## config.mk

```make
export PLATFORM = sky130hd
export DESIGN_NAME = spcc_turn
export DESIGN_NICKNAME = d
export VERILOG_FILES = /design/src/hw/rtl/spcc_pkg.sv /design/src/hw/rtl/spcc_turn.sv
export SDC_FILE = /design/constraint.sdc
export NUM_CORES = 2
export LEC_CHECK = 0
export BUFFER_PORTS_ARGS = -buffer_cell sky130_fd_sc_hd__buf_2
export CAP_MARGIN = 0
export CORE_AREA = 2 2 267 242
export DETAILED_ROUTE_END_ITERATION = 6
export DIE_AREA = 0 0 269 244
export SYNTH_ARGS = -nofsm -noshare
export SYNTH_HDL_FRONTEND = slang
export SYNTH_SLANG_ARGS = --single-unit
```

## constraint.sdc

```tcl
create_clock -name vclk -period 8.4
set_clock_uncertainty 0.2 [all_clocks]
set_input_delay 0 -clock vclk [all_inputs]
set_output_delay 0 -clock vclk [all_outputs]
set_load 0.005 [all_outputs]
```

## src/hw/rtl/spcc_pkg.sv

```systemverilog
// types and constants of the segment / polygon crossing counter
package spcc_pkg;

   localparam int CoordWidth = 16;
   localparam int DiffWidth  = CoordWidth + 1;
   localparam int ProdWidth  = 2 * DiffWidth;
   localparam int CountWidth = 8;

   typedef logic signed [CoordWidth-1:0] coord_type;
   typedef logic signed [ProdWidth-1:0]  prod_type;
   typedef logic [1:0]                   score_type;
   typedef logic [CountWidth-1:0]        count_type;

   typedef struct packed {
      coord_type edge_start_x;
      coord_type edge_start_y;
      coord_type edge_end_x;
      coord_type edge_end_y;
      logic      polygon_done;
      logic      set_done;
   } edge_beat_type;

   typedef struct packed {
      count_type crossed_polygons;
      logic      identical_edge_seen;
   } result_beat_type;

   typedef enum logic [1:0] {
      CsrSegStartX = 2'd0,
      CsrSegStartY = 2'd1,
      CsrSegEndX   = 2'd2,
      CsrSegEndY   = 2'd3
   } csr_index_type;

   localparam score_type ScoreMax = 2'd3;

endpackage

```

## src/hw/rtl/spcc_turn.sv

```systemverilog
// product pair of one orientation test of point c about line a->b
module spcc_turn (
   input  spcc_pkg::coord_type ax,
   input  spcc_pkg::coord_type ay,
   input  spcc_pkg::coord_type bx,
   input  spcc_pkg::coord_type by,
   input  spcc_pkg::coord_type cx,
   input  spcc_pkg::coord_type cy,
   output spcc_pkg::prod_type  t1,
   output spcc_pkg::prod_type  t2
);

   logic signed [spcc_pkg::DiffWidth-1:0] d_ab_y;
   logic signed [spcc_pkg::DiffWidth-1:0] d_bc_x;
   logic signed [spcc_pkg::DiffWidth-1:0] d_bc_y;
   logic signed [spcc_pkg::DiffWidth-1:0] d_ab_x;

   assign d_ab_y = spcc_pkg::DiffWidth'(ay) - spcc_pkg::DiffWidth'(by);
   assign d_bc_x = spcc_pkg::DiffWidth'(bx) - spcc_pkg::DiffWidth'(cx);
   assign d_bc_y = spcc_pkg::DiffWidth'(by) - spcc_pkg::DiffWidth'(cy);
   assign d_ab_x = spcc_pkg::DiffWidth'(ax) - spcc_pkg::DiffWidth'(bx);

   // (ay-by)*(bx-cx) and (by-cy)*(ax-bx)
   assign t1 = spcc_pkg::ProdWidth'(d_ab_y) * spcc_pkg::ProdWidth'(d_bc_x);
   assign t2 = spcc_pkg::ProdWidth'(d_bc_y) * spcc_pkg::ProdWidth'(d_ab_x);

endmodule

```

==> results.cfg <==
[outcome]
outcome = finished, final reports clean

[sta]
tightest_slew_ns = 1.20
slew_viol_final = 0
grt_setup_unrepaired = true
slew_headroom_pct = 19.3
fmax_mhz = 124
fin_crit_sh_pct = 96.2
timing.final.crit_period_ns = 8.08
setup_viol = 0
holdWs_ns = 0.635
final_hold_viol_count = 0

[grt]
grt_pass1_vias = 19700
grt.met2_usage_pct = 32.7
antenna_found_initial = 11
grtUsageTotal_pct = 21.1
grt_pass1_wl_um = 107000
use_met1_pct = 29.9
use_met3_pct = 6.00
overflow = 0
grt_max_degree = 19
top_usage_layer = met2

[logic_synthesis]
avgSynthCellArea_um2 = 8.67
synthesis.instances = 2806
yosys.cell_count.top_type = inv_1
synthTopCellsByCount = inv_1 (699), fa_1 (596), nand2_1 (339)
seq_area_frac_synth_pct = 0
synth_area_mm2 = 0.0243
syn_nets = 3732
netlist_top_cells_area = fa_1 (49%), ha_1 (12%), inv_1 (11%), nand2_1 (5.2%), nor2_1 (4.0%)
synth_top_cell_by_area = fa_1
ys_types = 66
synth_top_area_share_pct = 49.0
ys_warn_count = 0

[finish]
fin_area_mm2 = 0.0276
seq_cells = 0
area_growth_pct = 13.3
drive_gt1_share_pct = 13.8
fin_util_pct = 44.1
nets = 4002
clock_buffers = 0
seqCellArea_um2 = 0
nFillCells = 6260

[floorplan]
die-area_mm2 = 0.0656
die_h_um = 244
dieWidth_um = 269
core_mm2 = 0.0626
ios = 164
start_util_pct = 38.9
row_count = 87

[placed_design]
gp_congestion = 0.922
placed_area_mm2 = 0.0272
dpl.hpwl_um = 60200
numPortBuffers = 164

[setup_path]
crit_slowest_cell = fa_1
crit_fanout = 5
path_delay_family = adder cells
slowest_delay_ns = 0.60
worstSetupEndpointType = output pin
crit_required_ns = 8.20
path_common_cell = fa_1
cp_num_buf_inv = 10
arrival_ns = 7.88
crit_type = input port to output pin
start_kind = input port
critical_path.startpoint = ay[0]

[routing]
ant_nets = 0
routed_via_density = 4.87
wl_um = 67100
dr.pass1.iters = 5
num_vias = 19100
drt_iter0_markers = 942
drc = 0
wl_per_cell_um = 17.1

[worst_hold_path]
hold_path.class = input port to output pin
min-delay-start = by[0]

[run]
max_cap_viol_count = 0

[clocking]
holdBufCountCts = 0
## cell type report
| type | instances | area (µm²) | area share, % |
|---|---|---|---|
| inverter | 699 | 2620 | 9.51 |
| timing repair buffer | 328 | 2120 | 7.68 |
| tap | 845 | 1060 | 3.83 |
| antenna | 3 | 7.51 | 0.0272 |
| multi-input combinational | 2047 | 21800 | 78.9 |
## final timing paths
kind / slack, ns / depth (start not counted) / end
max: 0.32 / 37 / t1[33]
min: 0.63 / 4 / t1[0]
## stage by stage
step | worst slack [ns] | cells | TNS, ns
floorplan | 0.627 | 2806 | 0
global placement | 0.00893 | 3907 | 0
detailed placement | -0.00512 | 3907 | -0.00512
CTS | 0.0179 | 3907 | 0
global route | -0.0940 | 3920 | -0.171
finish | 0.315 | 3922 | 0
## cells by family after synthesis
kind of cell / Yosys count / share of synthesized area (%)
adders and majority gates: 830 / 61.0
and+or+nand+nor: 794 / 14.2
buffers and inverters: 759 / 11.8
AOI/OAI and AO/OA: 274 / 7.52
xor gates and xnor gates: 145 / 5.28
muxes: 4 / 0.175
## routing by layer
layer,part of all wire [%],vias to the layer above,routed length (µm)
li1,-,8900,-
met1,44,9543,29300
met2,44,574,29800
met3,10,60,6890
met4,1.4,16,953
met5,0.15,-,102
## what timing repair did
| item | 4_1_cts | 5_1_grt |
|---|---|---|
| pin swaps | 0 | 32 |
| gates resized for setup | 3 | 74 |
| endpoints found under the hold margin | 0 | 0 |
| setup buffers | 0 | 10 |
| endpoints found under the setup margin | 2 | 24 |
| gates cloned | 0 | 2 |
## cell usage in the layout (no fill, tap or decap), drive strengths merged, types with 11 or more instances in the layout
cell type / instances
buf: 327
inv: 699
xor2: 45
xnor2: 100
nand2b: 30
and2: 40
nand3: 15
fa: 596
a21o: 40
a21oi: 82
nor3: 17
o21bai: 11
o21ai: 49
ha: 234
nand2: 339
o21a: 22
or2: 15
and3: 12
nor2: 258
nor2b: 52
Power is not shown: default switching activity piles up to over one toggle a cycle in this logic, so the estimate is an artifact.
